===== src/rtl/sos_pkg.sv =====
`timescale 1ns / 1ps

package sos_pkg;

	// Default sizes of the stack array.
	localparam int NUM_SUB_STACKS_DEF = 16;
	localparam int MAX_CAPACITY_DEF = 16;

	// Capacity register.
	localparam int CAP_W = 5;
	localparam logic [CAP_W-1:0] CAP_RESET = 5'd3;

	// Value returned when nothing is popped.
	localparam logic signed [31:0] NO_VALUE = -32'sd1;

	// Operation codes.
	localparam logic [1:0] OP_PUSH = 2'd0;
	localparam logic [1:0] OP_POP = 2'd1;
	localparam logic [1:0] OP_POP_AT = 2'd2;

	// Status codes.
	localparam logic [1:0] ST_OK = 2'd0;
	localparam logic [1:0] ST_EMPTY = 2'd1;
	localparam logic [1:0] ST_FULL = 2'd2;

	typedef struct packed {
		logic [1:0]         operation;
		logic signed [31:0] value;
		logic [3:0]         stack_index;
	} req_t;

	typedef struct packed {
		logic signed [31:0] value_res;
		logic [1:0]         status;
	} res_t;

	// Microcode fields.
	typedef enum logic [3:0] {
		C_NEXT,
		C_ALWAYS,
		C_DISPATCH,
		C_INUSE_ZERO,
		C_INUSE_FULL,
		C_FILL_ZERO,
		C_FILL_NZ,
		C_FILL_LT_CAP,
		C_IDX_BAD
	} cond_t;

	typedef enum logic [1:0] {
		FA_LAST,
		FA_NEXT,
		FA_IDX
	} fsel_t;

	typedef enum logic [1:0] {
		FW_NONE,
		FW_ZERO,
		FW_INC,
		FW_DEC
	} fwr_t;

	typedef enum logic [1:0] {
		IU_NONE,
		IU_INC,
		IU_DEC,
		IU_DEC_IF_ONE
	} iu_t;

	typedef enum logic [1:0] {
		EM_NONE,
		EM_WRITE,
		EM_READ
	} em_t;

	typedef enum logic [1:0] {
		RS_POPVAL,
		RS_OK,
		RS_EMPTY,
		RS_FULL
	} rsel_t;

	localparam int STEP_W = 5;
	typedef logic [STEP_W-1:0] step_t;

	typedef struct packed {
		cond_t cond;
		step_t target;
		fsel_t fsel;
		fwr_t  fwr;
		iu_t   iu;
		em_t   em;
		rsel_t rsel;
		logic  done;
	} ucw_t;

	// Status flags from the datapath to the sequencer.
	typedef struct packed {
		logic [1:0] op;
		logic       inuse_zero;
		logic       inuse_full;
		logic       fill_zero;
		logic       fill_lt_cap;
		logic       idx_bad;
	} flg_t;

	// Program addresses.
	localparam step_t S_DISP   = 5'd0;
	localparam step_t S_P0     = 5'd1;
	localparam step_t S_P1     = 5'd2;
	localparam step_t S_P2     = 5'd3;
	localparam step_t S_POPEN  = 5'd4;
	localparam step_t S_PWAIT  = 5'd5;
	localparam step_t S_PSTORE = 5'd6;
	localparam step_t S_Q0     = 5'd7;
	localparam step_t S_Q1     = 5'd8;
	localparam step_t S_Q2     = 5'd9;
	localparam step_t S_Q3     = 5'd10;
	localparam step_t S_QTAKE  = 5'd11;
	localparam step_t S_QRES   = 5'd12;
	localparam step_t S_A0     = 5'd13;
	localparam step_t S_A1     = 5'd14;
	localparam step_t S_A2     = 5'd15;
	localparam step_t S_REMPTY = 5'd16;
	localparam step_t S_RFULL  = 5'd17;

	function automatic ucw_t mk(cond_t c, step_t t, fsel_t f, fwr_t w, iu_t i, em_t e,
			rsel_t r, logic d);
		ucw_t u;
		u.cond = c;
		u.target = t;
		u.fsel = f;
		u.fwr = w;
		u.iu = i;
		u.em = e;
		u.rsel = r;
		u.done = d;
		return u;
	endfunction

	// The control store. A fill count read issued in one step is seen in the next.
	function automatic ucw_t ucode(step_t s);
		ucw_t u;
		unique case (s)
			S_DISP:   u = mk(C_DISPATCH, S_DISP, FA_LAST, FW_NONE, IU_NONE, EM_NONE,
					RS_EMPTY, 1'b0);
			S_P0:     u = mk(C_INUSE_ZERO, S_POPEN, FA_LAST, FW_NONE, IU_NONE, EM_NONE,
					RS_EMPTY, 1'b0);
			S_P1:     u = mk(C_FILL_LT_CAP, S_PSTORE, FA_LAST, FW_NONE, IU_NONE, EM_NONE,
					RS_EMPTY, 1'b0);
			S_P2:     u = mk(C_INUSE_FULL, S_RFULL, FA_LAST, FW_NONE, IU_NONE, EM_NONE,
					RS_EMPTY, 1'b0);
			S_POPEN:  u = mk(C_NEXT, S_DISP, FA_NEXT, FW_ZERO, IU_INC, EM_NONE,
					RS_EMPTY, 1'b0);
			S_PWAIT:  u = mk(C_NEXT, S_DISP, FA_LAST, FW_NONE, IU_NONE, EM_NONE,
					RS_EMPTY, 1'b0);
			S_PSTORE: u = mk(C_NEXT, S_DISP, FA_LAST, FW_INC, IU_NONE, EM_WRITE,
					RS_OK, 1'b1);
			S_Q0:     u = mk(C_INUSE_ZERO, S_REMPTY, FA_LAST, FW_NONE, IU_NONE, EM_NONE,
					RS_EMPTY, 1'b0);
			S_Q1:     u = mk(C_FILL_NZ, S_QTAKE, FA_LAST, FW_NONE, IU_NONE, EM_NONE,
					RS_EMPTY, 1'b0);
			S_Q2:     u = mk(C_NEXT, S_DISP, FA_LAST, FW_NONE, IU_DEC, EM_NONE,
					RS_EMPTY, 1'b0);
			S_Q3:     u = mk(C_ALWAYS, S_Q0, FA_LAST, FW_NONE, IU_NONE, EM_NONE,
					RS_EMPTY, 1'b0);
			S_QTAKE:  u = mk(C_NEXT, S_DISP, FA_LAST, FW_DEC, IU_DEC_IF_ONE, EM_READ,
					RS_EMPTY, 1'b0);
			S_QRES:   u = mk(C_NEXT, S_DISP, FA_LAST, FW_NONE, IU_NONE, EM_NONE,
					RS_POPVAL, 1'b1);
			S_A0:     u = mk(C_IDX_BAD, S_REMPTY, FA_IDX, FW_NONE, IU_NONE, EM_NONE,
					RS_EMPTY, 1'b0);
			S_A1:     u = mk(C_FILL_ZERO, S_REMPTY, FA_IDX, FW_NONE, IU_NONE, EM_NONE,
					RS_EMPTY, 1'b0);
			S_A2:     u = mk(C_ALWAYS, S_QRES, FA_IDX, FW_DEC, IU_NONE, EM_READ,
					RS_EMPTY, 1'b0);
			S_RFULL:  u = mk(C_NEXT, S_DISP, FA_LAST, FW_NONE, IU_NONE, EM_NONE,
					RS_FULL, 1'b1);
			default:  u = mk(C_NEXT, S_DISP, FA_LAST, FW_NONE, IU_NONE, EM_NONE,
					RS_EMPTY, 1'b1);
		endcase
		return u;
	endfunction

	// Entry point of each operation's routine.
	function automatic step_t dispatch(logic [1:0] op);
		step_t s;
		unique case (op)
			OP_PUSH:   s = S_P0;
			OP_POP:    s = S_Q0;
			OP_POP_AT: s = S_A0;
			default:   s = S_REMPTY;
		endcase
		return s;
	endfunction

endpackage


===== src/rtl/sos_seq.sv =====
`timescale 1ns / 1ps

module sos_seq (
	input  logic         clk,
	input  logic         arst_n,
	input  logic         start,
	input  logic         hold,
	input  sos_pkg::flg_t flg,
	output sos_pkg::ucw_t cw,
	output logic         step_en,
	output logic         busy
);
	import sos_pkg::*;

	step_t step_q;
	step_t step_next;
	logic  busy_q;
	logic  take;

	assign cw = ucode(step_q);
	assign busy = busy_q;

	// A finishing step waits while the result register is still occupied.
	assign step_en = busy_q && !(cw.done && hold);

	always_comb begin
		unique case (cw.cond) inside
			C_NEXT:              take = 1'b0;
			C_ALWAYS, C_DISPATCH: take = 1'b1;
			C_INUSE_ZERO:        take = flg.inuse_zero;
			C_INUSE_FULL:        take = flg.inuse_full;
			C_FILL_ZERO:         take = flg.fill_zero;
			C_FILL_NZ:           take = !flg.fill_zero;
			C_FILL_LT_CAP:       take = flg.fill_lt_cap;
			C_IDX_BAD:           take = flg.idx_bad;
			default:             take = 1'b0;
		endcase
		if (cw.cond == C_DISPATCH) begin
			step_next = dispatch(flg.op);
		end else if (take) begin
			step_next = cw.target;
		end else begin
			step_next = step_q + 1'b1;
		end
	end

	always_ff @(posedge clk or negedge arst_n) begin
		if (!arst_n) begin
			busy_q <= 1'b0;
			step_q <= S_DISP;
		end else if (start) begin
			busy_q <= 1'b1;
			step_q <= S_DISP;
		end else if (step_en) begin
			if (cw.done) begin
				busy_q <= 1'b0;
				step_q <= S_DISP;
			end else begin
				step_q <= step_next;
			end
		end
	end

endmodule


===== config.mk =====
export PLATFORM = sky130hd
export DESIGN_NAME = sos_seq
export DESIGN_NICKNAME = d
export VERILOG_FILES = /design/src/rtl/sos_pkg.sv /design/src/rtl/sos_seq.sv
export SDC_FILE = /design/constraint.sdc
export NUM_CORES = 1
export LEC_CHECK = 0
export BUFFER_PORTS_ARGS = -buffer_cell sky130_fd_sc_hd__buf_4
export CORE_ASPECT_RATIO = 0.8
export CORE_MARGIN = 2
export CORE_UTILIZATION = 52
export CTS_BUF_LIST = sky130_fd_sc_hd__clkbuf_8
export CTS_CLUSTER_DIAMETER = 200
export DETAILED_ROUTE_END_ITERATION = 7
export PLACE_DENSITY = 0.82
export SYNTH_ARGS = -nofsm -noshare
export SYNTH_HDL_FRONTEND = slang
export SYNTH_SLANG_ARGS = --single-unit

===== constraint.sdc =====
create_clock -name clk -period 2.6 [get_ports clk]
set_input_delay 0.26 -clock clk [delete_from_list [all_inputs] [get_ports clk]]
set_output_delay 0.26 -clock clk [all_outputs]
set_load 0.02 [all_outputs]

Yosys cells after proc, flatten, opt, wreduce, memory -nomap -nowiden
Memories as Yosys holds them, arrays and structs flattened.
Cells that the tools add are included.
{ "op_classes": {"n_addsub": 1, "eq_ne": 10, "mux": 10, "reduce_logical": 9} }
{ "op_table": {"columns": ["cell", "count"], "rows": [
  ["$mux 5", 5],
  ["$eq 4x3->1 const B", 4],
  ["$pmux 5 s3", 1],
  ["$eq 4x2->1 const B", 2],
  ["$pmux 1 s7", 1],
  ["$add 5x1->5 const B", 1],
  ["$eq 4x1->1 const B", 1],
  ["$eq 4x4->1 const B", 1],
  ["$reduce_bool 2->1", 2],
  ["$mux 1", 3],
  ["$eq 2x1->1 const B", 1],
  ["$eq 2x2->1 const B", 1],
  ["$logic_and 1x1->1", 2],
  ["$logic_not 1->1", 2],
  ["$logic_not 2->1", 1],
  ["$reduce_and 2->1", 1],
  ["$reduce_or 2->1", 1]
]} }
{ "totals": {"ff_bits": 6, "rom_bits": 640, "input_bits": 11, "out_inout_bits": 22, "wordCells": 33, "mem_count": 1} }
{ "memory_table": {"columns": ["name", "depth", "word_bits", "read_ports", "rd_ports_with_merged_regs", "wr", "line_no", "source"], "rows": [
  ["(no name shown)", 32, 20, 1, 0, 0, "sos_pkg.sv:144", "unique case (s)"]
]} }

Longest topological paths before layout
Gate-level depths: netlist (run 1).
An unclocked memory read counts as a cell.
{ "logic_depth": {"ltp_word": 9, "ltp_mapped": 9} }

Worst setup path after synthesis (run 1)
No wires, ideal clock.
{ "synth_path": {"path_kind": "reg-to-reg", "startpoint": "reg step_q[0]", "endpoint": "reg step_q[3]", "setup_ps": 140, "arrival_time_ps": 2412, "path_slack_ps": 47, "stages_incl_launch_ff": 10, "path_buffers": 0, "synth_period_minus_slack_ps": 2553, "cell_sequence": "dfrtp_1 -> inv_1 -> ha_1 -> mux2_4 -> a21oi_2 -> inv_1 -> a21boi_0 -> nor2_1 -> a2bb2oi_1 -> o211ai_1"} }
{ "synth_rtl": {"columns": ["item", "line_no", "source"], "rows": [
  ["start, declared", "sos_seq.sv:15", "step_t step_q;"],
  ["start signal, assigned", "sos_seq.sv:59", "step_q <= step_next;"]
]} }

Final worst setup path (run 1)
{ "layout_path": {"startpoint": "reg step_q[0]", "endpoint": "reg step_q[4]"} }
{ "layout_via": {"elab_chain_len": 9, "word_cells_on_any_way": 21, "cone_classes": "1 x add/sub; 8 x eq/ne; 6 x mux; 5 x reduce/logical; 1 x memory"} }
{ "layout_rtl": {"columns": ["item", "line_no", "source"], "rows": [
  ["$mem_v2 32x20", null, null],
  ["$eq 4x1->1 (no source line) / $eq 4x2->1 (equally long branches)", null, null],
  ["$reduce_or 2->1", "sos_seq.sv:27", "unique case (cw.cond) inside"],
  ["$pmux 1 s7", "sos_seq.sv:27", null],
  ["$mux 5", "sos_seq.sv:40", "end else if (take) begin"],
  ["$mux 5", "sos_seq.sv:38", "if (cw.cond == C_DISPATCH) begin"],
  ["$mux 5", "sos_seq.sv:55", "if (cw.done) begin"],
  ["$mux 5", "sos_seq.sv:54", "end else if (step_en) begin"],
  ["$mux 5", "sos_seq.sv:51", "end else if (start) begin"]
]} }
Several ways; a longest one is shown, not always the timed one. The select of a mux whose other input is x is not followed.
A chain may end at the register's enable or synchronous reset.

==> results of run 1 <==
==> cell families after synthesis <==
family / share of synthesized area (%)
compound gates: 28.94
xor+xnor: 1.739
fa+ha+maj: 13.66
buf+inv: 8.323
flops: 14.91
mux: 6.459
simple gates: 25.96
==> sequential cells by signal (all words and copies together), names as in the netlist <==
register,flops
step_q,5
busy,1
==> timing repair <==
action / CTS / global route
endpoints found under the setup margin: 0 / 5
hold buffers: 1 / 0
hold endpoints to repair: 6 / 0
resized for setup: 0 / 4
==> final timing paths <==
path / startpoint / to / slack, ns / depth (start not counted)
worst max-delay path: step_q[0] / step_q[4] / 0.09 / 8
worst min-delay path: start / busy / 0.26 / 2
worst max register to register: step_q[0] / step_q[4] / 0.09 / 8
worst min register to register: busy / busy / 0.60 / 2
max in group asynchronous: arst_n / step_q[3] / 2.08 / 2
min in group asynchronous: arst_n / busy / 0.39 / 2
==> layer usage <==
| metal | up-vias | part of all wire [%] |
|---|---|---|
| met4 | 0 | 0.66 |
| met2 | 43 | 49 |
| met5 | - | 0 |
| li1 | 550 | - |
| met1 | 561 | 44 |
| met3 | 4 | 6.8 |
==> power by group <==
| part | leakage, nW | internal (W) | switching (W) |
|---|---|---|---|
| Sequential | 0.0732 | 0.000127 | 0.0000692 |
| Clock | 0.0216 | 0.0000996 | 0.0000412 |
| Combinational | 0.544 | 0.000537 | 0.000756 |
==> cell usage after synthesis, types with 5 or more instances <==
| cell | instances | area share, % |
|---|---|---|
| sky130_fd_sc_hd__a2bb2oi_1 | 5 | 4.3 |
| sky130_fd_sc_hd__dfrtp_1 | 6 | 15 |
| sky130_fd_sc_hd__ha_1 | 11 | 14 |
| sky130_fd_sc_hd__inv_1 | 13 | 4.8 |
| sky130_fd_sc_hd__mux2i_1 | 5 | 5.0 |
| sky130_fd_sc_hd__nand2_1 | 12 | 4.5 |
| sky130_fd_sc_hd__nand2b_1 | 6 | 3.7 |
| sky130_fd_sc_hd__nor2_1 | 8 | 3.0 |
| sky130_fd_sc_hd__o211ai_1 | 6 | 4.5 |
==> per-stage QoR <==
step / hold slack, ns / std cells / worst slack [ns]
2_1_floorplan: -0.03559 / 131 / 0.04728
6_report: 0.2562 / 192 / 0.09379
5_1_grt: 0.2609 / 192 / 0.01803
3_3_place_gp: 0.07314 / 188 / 0.2143
4_1_cts: 0.2567 / 192 / 0.07282
3_5_place_dp: 0.07367 / 188 / 0.09131
==> cell type report <==
class | count | area [sq um]
Sequential cell | 6 | 152.6
Inverter | 13 | 48.80
Tap cell | 24 | 30.03
Clock buffer | 3 | 41.29
Timing Repair Buffer | 39 | 295.3
Fill cell | 150 | 505.5
Multi-Input combinational cell | 107 | 783.3
==> worst max-delay path, cell delays in order (launching register included) <==
cell and delay [ns]:
sky130_fd_sc_hd__dfrtp_1 0.38, sky130_fd_sc_hd__inv_1 0.16, sky130_fd_sc_hd__ha_1 0.30, sky130_fd_sc_hd__mux2i_1 0.14, sky130_fd_sc_hd__o22a_1 0.27, sky130_fd_sc_hd__or3_1 0.35
sky130_fd_sc_hd__o211a_1 0.27, sky130_fd_sc_hd__o311ai_1 0.35, sky130_fd_sc_hd__o211ai_1 0.14
==> metrics list, run 1 <==
- In this run the cell area of the synthesized design comes to 1007 sq um.
* Initial DRT Pass Iterations: 4
- The worst setup path is launched from a flop.
- Setup violations remaining at the end of the flow were counted as 0.
* Clock tree from TritonCTS: done
* Setup Skew: 0.001653 ns
* Total of warnings raised by yosys: 0
- FFs w/ async S/R, synth: 100.0%
- Synth cell types: 40
- Leaving out fill and tap cells, the most frequent cells in the layout are 38 x sky130_fd_sc_hd__buf_4, 13 x sky130_fd_sc_hd__inv_1, 12 x sky130_fd_sc_hd__nand2_1.
- Sort of element at the end of the critical path: flop
- Clock-pin slew on the worst setup and hold paths: 0.04 ns
- Tot GR Track Use: 29.42%
* Gpl congestion: 0.9195
- GRT Residual Overflow: 0
* Core region area: 1857 sq um
- Effective utilization at floorplan: 54.25%
- The clock drives 6 sinks.
- After the first detailed-routing iteration, the DRC count stood at 47.
- Buffer levels on the longest clock path: 2
- Derived from the worst setup path, the maximum achievable clock frequency is 399.0 MHz.
- The run finished with clean final reports.
- Worst-path maximum fanout: 5
- In the final design database the tool counted 192 nets.
* CP required: 2.68 ns
- Largest net degree at the start of global routing: 18
* Leading cell type in the layout, fill and taps excluded: sky130_fd_sc_hd__buf_4
* Design Area, Final: 1351 sq um
* Sequential fraction of the synthesis area: 14.91%
* Number of antenna violations at the first check in global routing: 0
- Root buffer selected by CTS: sky130_fd_sc_hd__clkbuf_8
* Hold Path Class: in -> reg
- Final wirelength: 3179 microns
- Setup total negative slack on the finished layout was measured at 0 ns.
- In this run, synthesis produced a sequential element count of 6.
- Clock latency on the worst-skew pair, taken at its later pin, is 0.22 ns.
- Worst rel slew slack: 68.01%
* Unrepaired setup endpoints after global routing: no
* Min cycle time layout: 2.506 ns
- Cells fill 72.78% of the core in the end.
- DIE HEIGHT: 43.37 microns
- The placed instances occupy a cell area of 1287 sq um.
* Number of DRC violations after detailed routing: 0
* Reported max-cap violation count: 0
* Post-Syn Instances: 131
* Leak Pwr: 0.6391 nW
* Arrival time reported for the critical path endpoint: 2.59 ns
- Mean cell area of the mapped netlist: 7.689 sq um
* Die area: 2307 sq um
- Die W: 53.21 microns
- At the pin with the least slew margin, the transition time is 0.4769 ns.
- Final Hold Vio Count: 0
- The floorplan has 14 rows.
- Estimated wirelength of the detail-placed design: 2468 microns
- Power per cell area: 1206 nW/um^2
* Antenna diode count: 0
* Most congested layer reported by global routing: met2
* Count of boundary I/O pins: 33
* Met1 Resource Use GR: 40.00%
- Dividing the detail-routed wire length by the instance count gives 16.56 microns.
* Portion of the clock cycle consumed by the worst path in the final layout: 96.39%
- Global routing used 7.931% of the available met3 tracks.
* Top FF cell, synth: sky130_fd_sc_hd__dfrtp_1
- Global routing consumed, on the met2 layer, 47.41% of the routing resources.
- The number of max-slew violations in the final report came to 0.
- Post-CTS Setup Bufs: 0
* Area growth, synth to finish: 34.16%
- Counting every net in the synthesized netlist gives 153.
- Clock H-tree levels: 1
- Number of synthesized flops with an enable pin: 0
- The post-route netlist has 29.17% of its cells at a drive strength greater than 1.
* Remaining antenna violation count: 0
* Per-cell via count in the routed design: 6.031
- The first global-routing pass estimated 4905 microns of wire.
- TritonCTS buffer count: 3
* Vias in the first global route: 1047
- Via Count: 1158
- IO buf count: 32
- Post-layout power: 0.001630 W
* Worst setup path category: reg -> reg
- Largest voltage drop on the vdd net: 0.7602 mV
No activity file was read; power rests on OpenSTA's default activity.
==> run 2, diff against run 1 <==
- MAX_ROUTING_LAYER: default -> met4
==> run 2 against run 1 <==
- clock power barely moved
- sequential cell count stayed put
- sequential power barely moved
- die area did not move
- non-clock buffer count down 1
- first-iteration DRC count shrank 2.1%
- clock skew is 0.0010 ns higher
- combinational power is essentially flat
- count of clock-buffer cells in the layout stayed put
- utilization fell by 0.067 points
- wire length is 5.8% lower
- hold slack about the same
==> metrics list, run 2 (synthesis results as in run 1) <==
- The layout overhead on the synthesized area is 34.04% (was 34.16%).
* Arrival time reported for the critical path endpoint: 2.56 ns (was 2.59 ns)
- TritonCTS buffer count: 3 (unchanged)
* Combinational Power Share: 78.9% (was 79.4%)
- Effective utilization at floorplan: 54.25% (unchanged)
- The total global-route track usage was 28.51% (was 29.42%).
- The critical-path maximum fanout is 8 (was 5).
- The number of max-slew violations in the final report is 0 (unchanged).
* Final Hold Vio Count: 0 (unchanged)
* Count of boundary I/O pins: 33 (unchanged)
- Portion of the clock cycle consumed by the worst path in the final layout: 95.56% (was 96.39%)
- Hold Path Class: in -> reg (unchanged)
* GRT Residual Overflow: 0 (unchanged)
* Number of rows created at floorplan: 14 (unchanged)
- The worst-case headroom to the max-slew limit came to 65.99% (was 68.01%).
- Area used by multi-input combinational logic: 788.3 sq um (was 783.3 sq um)
- The total die area was 2307 sq um (unchanged).
- Unrepaired setup endpoints after global routing: yes (was no)
* Delay of the slowest cell on the worst path: 0.46 ns (was 0.38 ns)
- The storage element area came to 153.9 sq um (was 152.6 sq um).
- Result of the run: finished, final reports clean (unchanged)
- Place WS: 0.08492 ns (was 0.09131 ns)
* Setup Skew: 0.002648 ns (was 0.001653 ns)
- The clock edge transition at the registers on the reported setup and hold paths came to 0.04 ns (about the same).
* Count of buffering cells on the critical path with inverters included: 1 (unchanged)
* Worst setup path category: reg -> reg (unchanged)
* Reported max-cap violation count: 0 (unchanged)
- The net switching share of the total power came to 53.34% (was 53.16%).
- CP required: 2.68 ns (about the same)
- Post-CTS Setup Bufs: 0 (unchanged)
* Flip-flop count of the largest register, all copies and words added: 5 (unchanged)
- Sort of element at the end of the critical path: flop (unchanged)
* Detail-routed net length per standard cell: 15.68 microns (was 16.56 microns)
* Core region area: 1857 sq um (unchanged)
- Power per cell area: 1191 nW/um^2 (was 1206 nW/um^2)
- Estimated wirelength of the detail-placed design: 2398 microns (was 2468 microns)
- The clock tree from TritonCTS was done (unchanged).
- The via count of the first global-routing pass came to 1040 (was 1047).
- The clock network fraction of design power was 8.8% (was 8.6%).
* Net switching power figure: 0.0008578 W (was 0.0008666 W)
* Achievable frequency: 402.5 MHz (was 399.0 MHz)
- Slowest cell on the critical path: sky130_fd_sc_hd__or4_1 (was sky130_fd_sc_hd__dfrtp_1)
- Kind of cell adding the most delay to the critical path: compound AO/OA/AOI/OAI gates (unchanged)
* Remaining antenna violation count: 0 (unchanged)
* Number of DRC violations after detailed routing: 0 (unchanged)
* Leak Pwr: 0.6287 nW (was 0.6391 nW)
- Leading cell type in the layout, fill and taps excluded: sky130_fd_sc_hd__buf_4 (unchanged)
- The number of iterations in the first detailed-routing pass came to 5 (was 4).
* Die W: 53.21 microns (unchanged)
- The internal portion of total power was 0.0007504 W (was 0.0007634 W).
- Number of antenna violations at the first check in global routing: 0 (unchanged)
- The via count is 1150 (was 1158).
- Worst Setup Slack, final: 0.1155 ns (was 0.09379 ns)
- Number of DRC markers in iteration 0: 46 (was 47)
- The cell chosen for the clock root is sky130_fd_sc_hd__clkbuf_8 (unchanged).
- The per-cell via count in the routed design is 6.021 (was 6.031).
- The slew of the pin with the lowest slew margin was 0.5071 ns (was 0.4769 ns).
- The share of final-layout standard cells stronger than drive strength 1 is 29.94% (was 29.17%).
* Wire length of the first global-routing pass: 4685 microns (was 4905 microns)
- The final core area utilization came to 72.71% (was 72.78%).
- Critical Path, Cell by Cell: inv_1 > ha_1 > mux2i_1 > o22a_1 > or4_1 > o2111a_1 > o311ai_1 > o211ai_1 (was inv_1 > ha_1 > mux2i_1 > o22a_1 > or3_1 > o211a_1 > o311ai_1 > o211ai_1)
* Clock sink total: 6 (unchanged)
- Largest voltage drop on the vdd net: 0.9385 mV (was 0.7602 mV)
* IO buf count: 32 (unchanged)
- Clock H-tree levels: 1 (unchanged)
- Highest-count cells in the layout ignoring fill and taps: 37 x sky130_fd_sc_hd__buf_4, 13 x sky130_fd_sc_hd__inv_1, 12 x sky130_fd_sc_hd__nand2_1 (was 38 x sky130_fd_sc_hd__buf_4, 13 x sky130_fd_sc_hd__inv_1, 12 x sky130_fd_sc_hd__nand2_1).
* # setup viols final: 0 (unchanged)
* Antenna diode count: 0 (unchanged)
- Final wirelength: 2994 microns (was 3179 microns)
* Fin nets: 191 (was 192)
* Later-pin clock latency in the skew report: 0.22 ns (about the same)
- DIE HEIGHT: 43.37 microns (unchanged)
* Gpl congestion: 0.9609 (was 0.9195)
* Number of fill cells in the layout: 145 (was 150)
* Min cycle time layout: 2.485 ns (was 2.506 ns)
- The buffer levels on the longest clock path was 2 (unchanged).
- Largest Register: step_q (unchanged)
* Category of the worst setup path launch point: flop (unchanged)
- Largest net degree at the start of global routing: 14 (was 18)
- Portion of total power attributed to sequential cells: 12.4% (was 12.0%)
[run 2: layout make-up]
type                       instances  share of cell area, %
sequential                         6                  11.40
timing repair buffer              38                  21.32
multi-input combinational        107                  58.39
clock buffer                       3                  3.058
inverter                          13                  3.614
tap                               24                  2.224
[run 2: worst paths after layout]
path	startpoint	end	slack [ns]	cells past startpoint
worst max-delay path	step_q[0]	step_q[3]	0.12	8
worst min-delay path	start	busy	0.26	2
worst max register to register	step_q[0]	step_q[3]	0.12	8
worst min register to register	busy	busy	0.57	2
max in group asynchronous	arst_n	step_q[3]	2.09	2
min in group asynchronous	arst_n	busy	0.38	2
[run 2: layer usage]
layer / vias up / global-route usage [%] / wire length [microns]
met2: 60 / 40.49 / 1367
li1: 550 / - / -
met3: 4 / 6.897 / 254
met1: 536 / 40.09 / 1348
met4: 0 / 8.205 / 24
met5: - / - / 0
[run 2: through the flow]
step | total power [W] | area (sq um) | TNS (ns) | hold slack, ns | cells
floorplan | 0.001022 | 1007 | 0 | -0.03559 | 131
global placement | 0.001388 | 1280 | 0 | 0.07349 | 187
detailed placement | 0.001416 | 1280 | 0 | 0.07349 | 187
CTS | 0.001567 | 1331 | 0 | 0.2568 | 191
global route | 0.001718 | 1350 | -0.01357 | 0.2473 | 191
finish | 0.001608 | 1350 | 0 | 0.2563 | 191
[run 2: timing repair]
item | in CTS | in global routing
hold buffers | 1 | 0
endpoints found under the setup margin | 0 | 5
endpoints found under the hold margin | 6 | 0
resized for setup | 0 | 6
[run 2: power by group through the flow]
stage | logic, W | registers (W) | clock network [W]
2_1_floorplan | 0.000859 | 0.000163 | 0
3_3_place_gp | 0.00120 | 0.000188 | 0
3_5_place_dp | 0.00122 | 0.000192 | 0
4_1_cts | 0.00123 | 0.000191 | 0.000143
5_1_grt | 0.00136 | 0.000204 | 0.000153
6_report | 0.00127 | 0.000199 | 0.000141
==> run 3, diff against run 2 <==
- CORE_UTILIZATION: 52 -> 50
- PLACE_DENSITY: 0.82 -> 0.79
==> run 3 against run 2 <==
- hold slack got worse by 0.013 ns
- fmax decreased by 0.71%
- final cell count increased by 2.1%
- non-clock buffer count increased by 4
- wire length increased by 7.2%
- final area increased by 1.6%
- global-route usage increased by 2.6 points
- register-to-register slack got worse by 0.02 ns
- critical endpoint is now step_q[4]
- largest cell class unchanged
==> metrics list, run 3 (synthesis results as in run 1) <==
- Worst setup path category: reg -> reg (unchanged)
- CP required: 2.69 ns (was 2.68 ns)
- The cell chosen for the clock root was sky130_fd_sc_hd__clkbuf_8 (unchanged).
- The largest incremental delay on the critical path is 0.45 ns (was 0.46 ns).
- Placed cell area: 1310 sq um (was 1280 sq um)
- The sum of negative setup slack came to 0 ns (unchanged).
- The clock sink total is 6 (unchanged).
* Detail-routed net length per standard cell: 16.46 microns (was 15.68 microns)
- Fin. max-slew vios: 0 (unchanged)
- Largest Register: step_q (unchanged)
* Result of the run: finished, final reports clean (unchanged)
- Post-CTS Setup Bufs: 0 (unchanged)
- The via count of the first global-routing pass came to 1065 (was 1040).
- Worst-path maximum fanout: 6 (was 8)
- Core region area: 1892 sq um (was 1857 sq um)
- The largest clock skew in the final design came to 0.0008909 ns (was 0.002648 ns).
- Die W: 54.18 microns (was 53.21 microns)
- The post-route cell area was 1371 sq um (was 1350 sq um).
- The total power density per cell area was 1200 nW/um^2 (was 1191 nW/um^2).
- Place WS: 0.1762 ns (was 0.08492 ns)
* Net switching share of the total power: 52.80% (was 53.34%)
- The family with the most delay on the worst path is compound AO/OA/AOI/OAI gates (unchanged).
* Final wirelength: 3209 microns (was 2994 microns)
- The share of final-layout standard cells stronger than drive strength 1 was 29.24% (was 29.94%).
* Clock-pin slew on the worst setup and hold paths: 0.04 ns (about the same)
- Worst Hold Margin: 0.2432 ns (was 0.2563 ns)
* Combinational Power Share: 81.0% (was 78.9%)
* Critical Path, Cell by Cell: inv_1 > ha_1 > mux2i_1 > o22a_1 > or4_1 > o2111a_1 > o311ai_1 > o211ai_1 (unchanged)
- Sort of element at the end of the critical path: flop (unchanged)
- Clock tree from TritonCTS: done (unchanged)
- Remaining antenna violation count: 0 (unchanged)
- Area growth, synth to finish: 36.15% (was 34.04%)
- Initial DRT Pass Iterations: 4 (was 5)
- The number of fillers in the final layout was 162 (was 145).
* Footprint of the flip-flops and latches: 150.1 sq um (was 153.9 sq um)
* Number of antenna violations at the first check in global routing: 0 (unchanged)
* Final Hold Vio Count: 0 (unchanged)
- The total die area is 2392 sq um (was 2307 sq um).
- The number of top-level pins came to 33 (unchanged).
* Clock H-tree levels: 1 (unchanged)
- Number of DRC violations after detailed routing: 0 (unchanged)
- Worst rel slew slack: 71.62% (was 65.99%)
- Antenna diode count: 0 (unchanged)
- Wire length of the first global-routing pass: 5099 microns (was 4685 microns)
* Per-cell via count in the routed design: 5.985 (was 6.021)
- Min cycle time layout: 2.502 ns (was 2.485 ns)
* Largest net degree at the start of global routing: 15 (was 14)
- The reported leakage power came to 0.6584 nW (was 0.6287 nW).
- The vertical extent of the die was 44.15 microns (was 43.37 microns).
* Achievable frequency: 399.6 MHz (was 402.5 MHz)
- Highest-count cells in the layout ignoring fill and taps: 41 x sky130_fd_sc_hd__buf_4, 13 x sky130_fd_sc_hd__inv_1, 12 x sky130_fd_sc_hd__nand2_1 (was 37 x sky130_fd_sc_hd__buf_4, 13 x sky130_fd_sc_hd__inv_1, 12 x sky130_fd_sc_hd__nand2_1).
* Proportion of power drawn by the clock network: 8.7% (was 8.8%)
- The most common library cell in the layout ignoring fill and taps is sky130_fd_sc_hd__buf_4 (unchanged).
* Reported max-cap violation count: 0 (unchanged)
* Gpl congestion: 0.8616 (was 0.9609)
* Estimated wirelength of the detail-placed design: 2526 microns (was 2398 microns)
- The initial cell density of the core came to 53.24% (was 54.25%).
- The buffer levels on the longest clock path is 2 (unchanged).
- The flip-flop count of the largest register, all copies and words added is 5 (unchanged).
- Area used by multi-input combinational logic: 783.3 sq um (was 788.3 sq um)
* Category of the worst setup path launch point: flop (unchanged)
* # setup viols final: 0 (unchanged)
- Number of DRC markers in iteration 0: 42 (was 46)
- Via Count: 1167 (was 1150)
- The remaining global-route overflow was 0 (unchanged).
- The slowest cell on the critical path was sky130_fd_sc_hd__or4_1 (unchanged).
- Hold Path Class: in -> reg (unchanged)
- The number of nets in the layout came to 195 (was 191).
- The final worst slack was 0.09767 ns (was 0.1155 ns).
- The total CTS buffers is 3 (unchanged).
- Tot GR Track Use: 31.11% (was 28.51%)
- Pin slew with the least headroom to its limit: 0.4248 ns (was 0.5071 ns)
- Total internal power: 0.0007771 W (was 0.0007504 W)
- Portion of the clock cycle consumed by the worst path in the final layout: 96.24% (was 95.56%)
- The final core area utilization was 72.49% (was 72.71%).
* Number of rows created at floorplan: 14 (unchanged)
- The net switching power was 0.0008691 W (was 0.0008578 W).
- Count of buffering cells on the critical path with inverters included: 1 (unchanged)
* Portion of total power attributed to sequential cells: 10.3% (was 12.4%)
* Largest voltage drop on the vdd net: 0.8517 mV (was 0.9385 mV)
- IO buf count: 32 (unchanged)
- Later-pin clock latency in the skew report: 0.23 ns (was 0.22 ns)
- The arrival time reported for the critical path endpoint came to 2.59 ns (was 2.56 ns).
[run 3: worst reg2reg max path, delay by kind of cell, from the launching register on]
| kind | cells | cell delay [ns] |
|---|---|---|
| AND/OR/NAND/NOR | 1 | 0.45 |
| adder cells (fa/ha/maj) | 1 | 0.33 |
| buffers and inverters | 1 | 0.12 |
| multiplexers | 1 | 0.10 |
| flip-flops | 1 | 0.43 |
| AO/OA/AOI/OAI | 4 | 0.93 |
[run 3: area by class of cell]
class,count,share of cell area [%]
multi-input combinational,107,57.12
timing repair buffer,42,23.18
inverter,13,3.558
tap,24,2.190
clock buffer,3,3.011
sequential,6,10.95
[run 3: layer usage]
| metal | wire length (microns) | track usage (%) | vias up |
|---|---|---|---|
| met2 | 1419 | 44.10 | 62 |
| met5 | 0 | - | - |
| met1 | 1459 | 43.24 | 544 |
| met3 | 261 | 7.770 | 6 |
| met4 | 70 | 9.500 | 0 |
| li1 | - | - | 555 |
[run 3: path summary, 6_finish.rpt]
kind / start / end / slack [ns] / cells after the start
worst max register to register: step_q[1] / step_q[4] / 0.1 / 8
worst min register to register: busy / busy / 0.56 / 2
max in group asynchronous: arst_n / step_q[1] / 2.10 / 2
worst min-delay path: start / busy / 0.24 / 2
worst max-delay path: step_q[1] / step_q[4] / 0.1 / 8
min in group asynchronous: arst_n / step_q[2] / 0.38 / 2
[run 3: through the flow]
stage,power (W),instances
after floorplan,0.001022,131
after global placement,0.001418,191
after detailed placement,0.001456,191
after CTS,0.001609,195
after global routing,0.001764,195
final,0.001646,195
[run 3: timing repair]
item / in CTS / in global routing
hold endpoints to repair: 6 / 0
setup endpoints to repair: 0 / 4
hold buffers: 1 / 0
resized for setup: 0 / 2
[run 3: power by group through the flow]
stage / combinational, W / sequential, W / clock (W)
final: 0.00133 / 0.000170 / 0.000143
after global routing: 0.00144 / 0.000173 / 0.000153
after CTS: 0.00130 / 0.000166 / 0.000144
after detailed placement: 0.00129 / 0.000168 / 0
after global placement: 0.00125 / 0.000166 / 0
after floorplan: 0.000859 / 0.000163 / 0
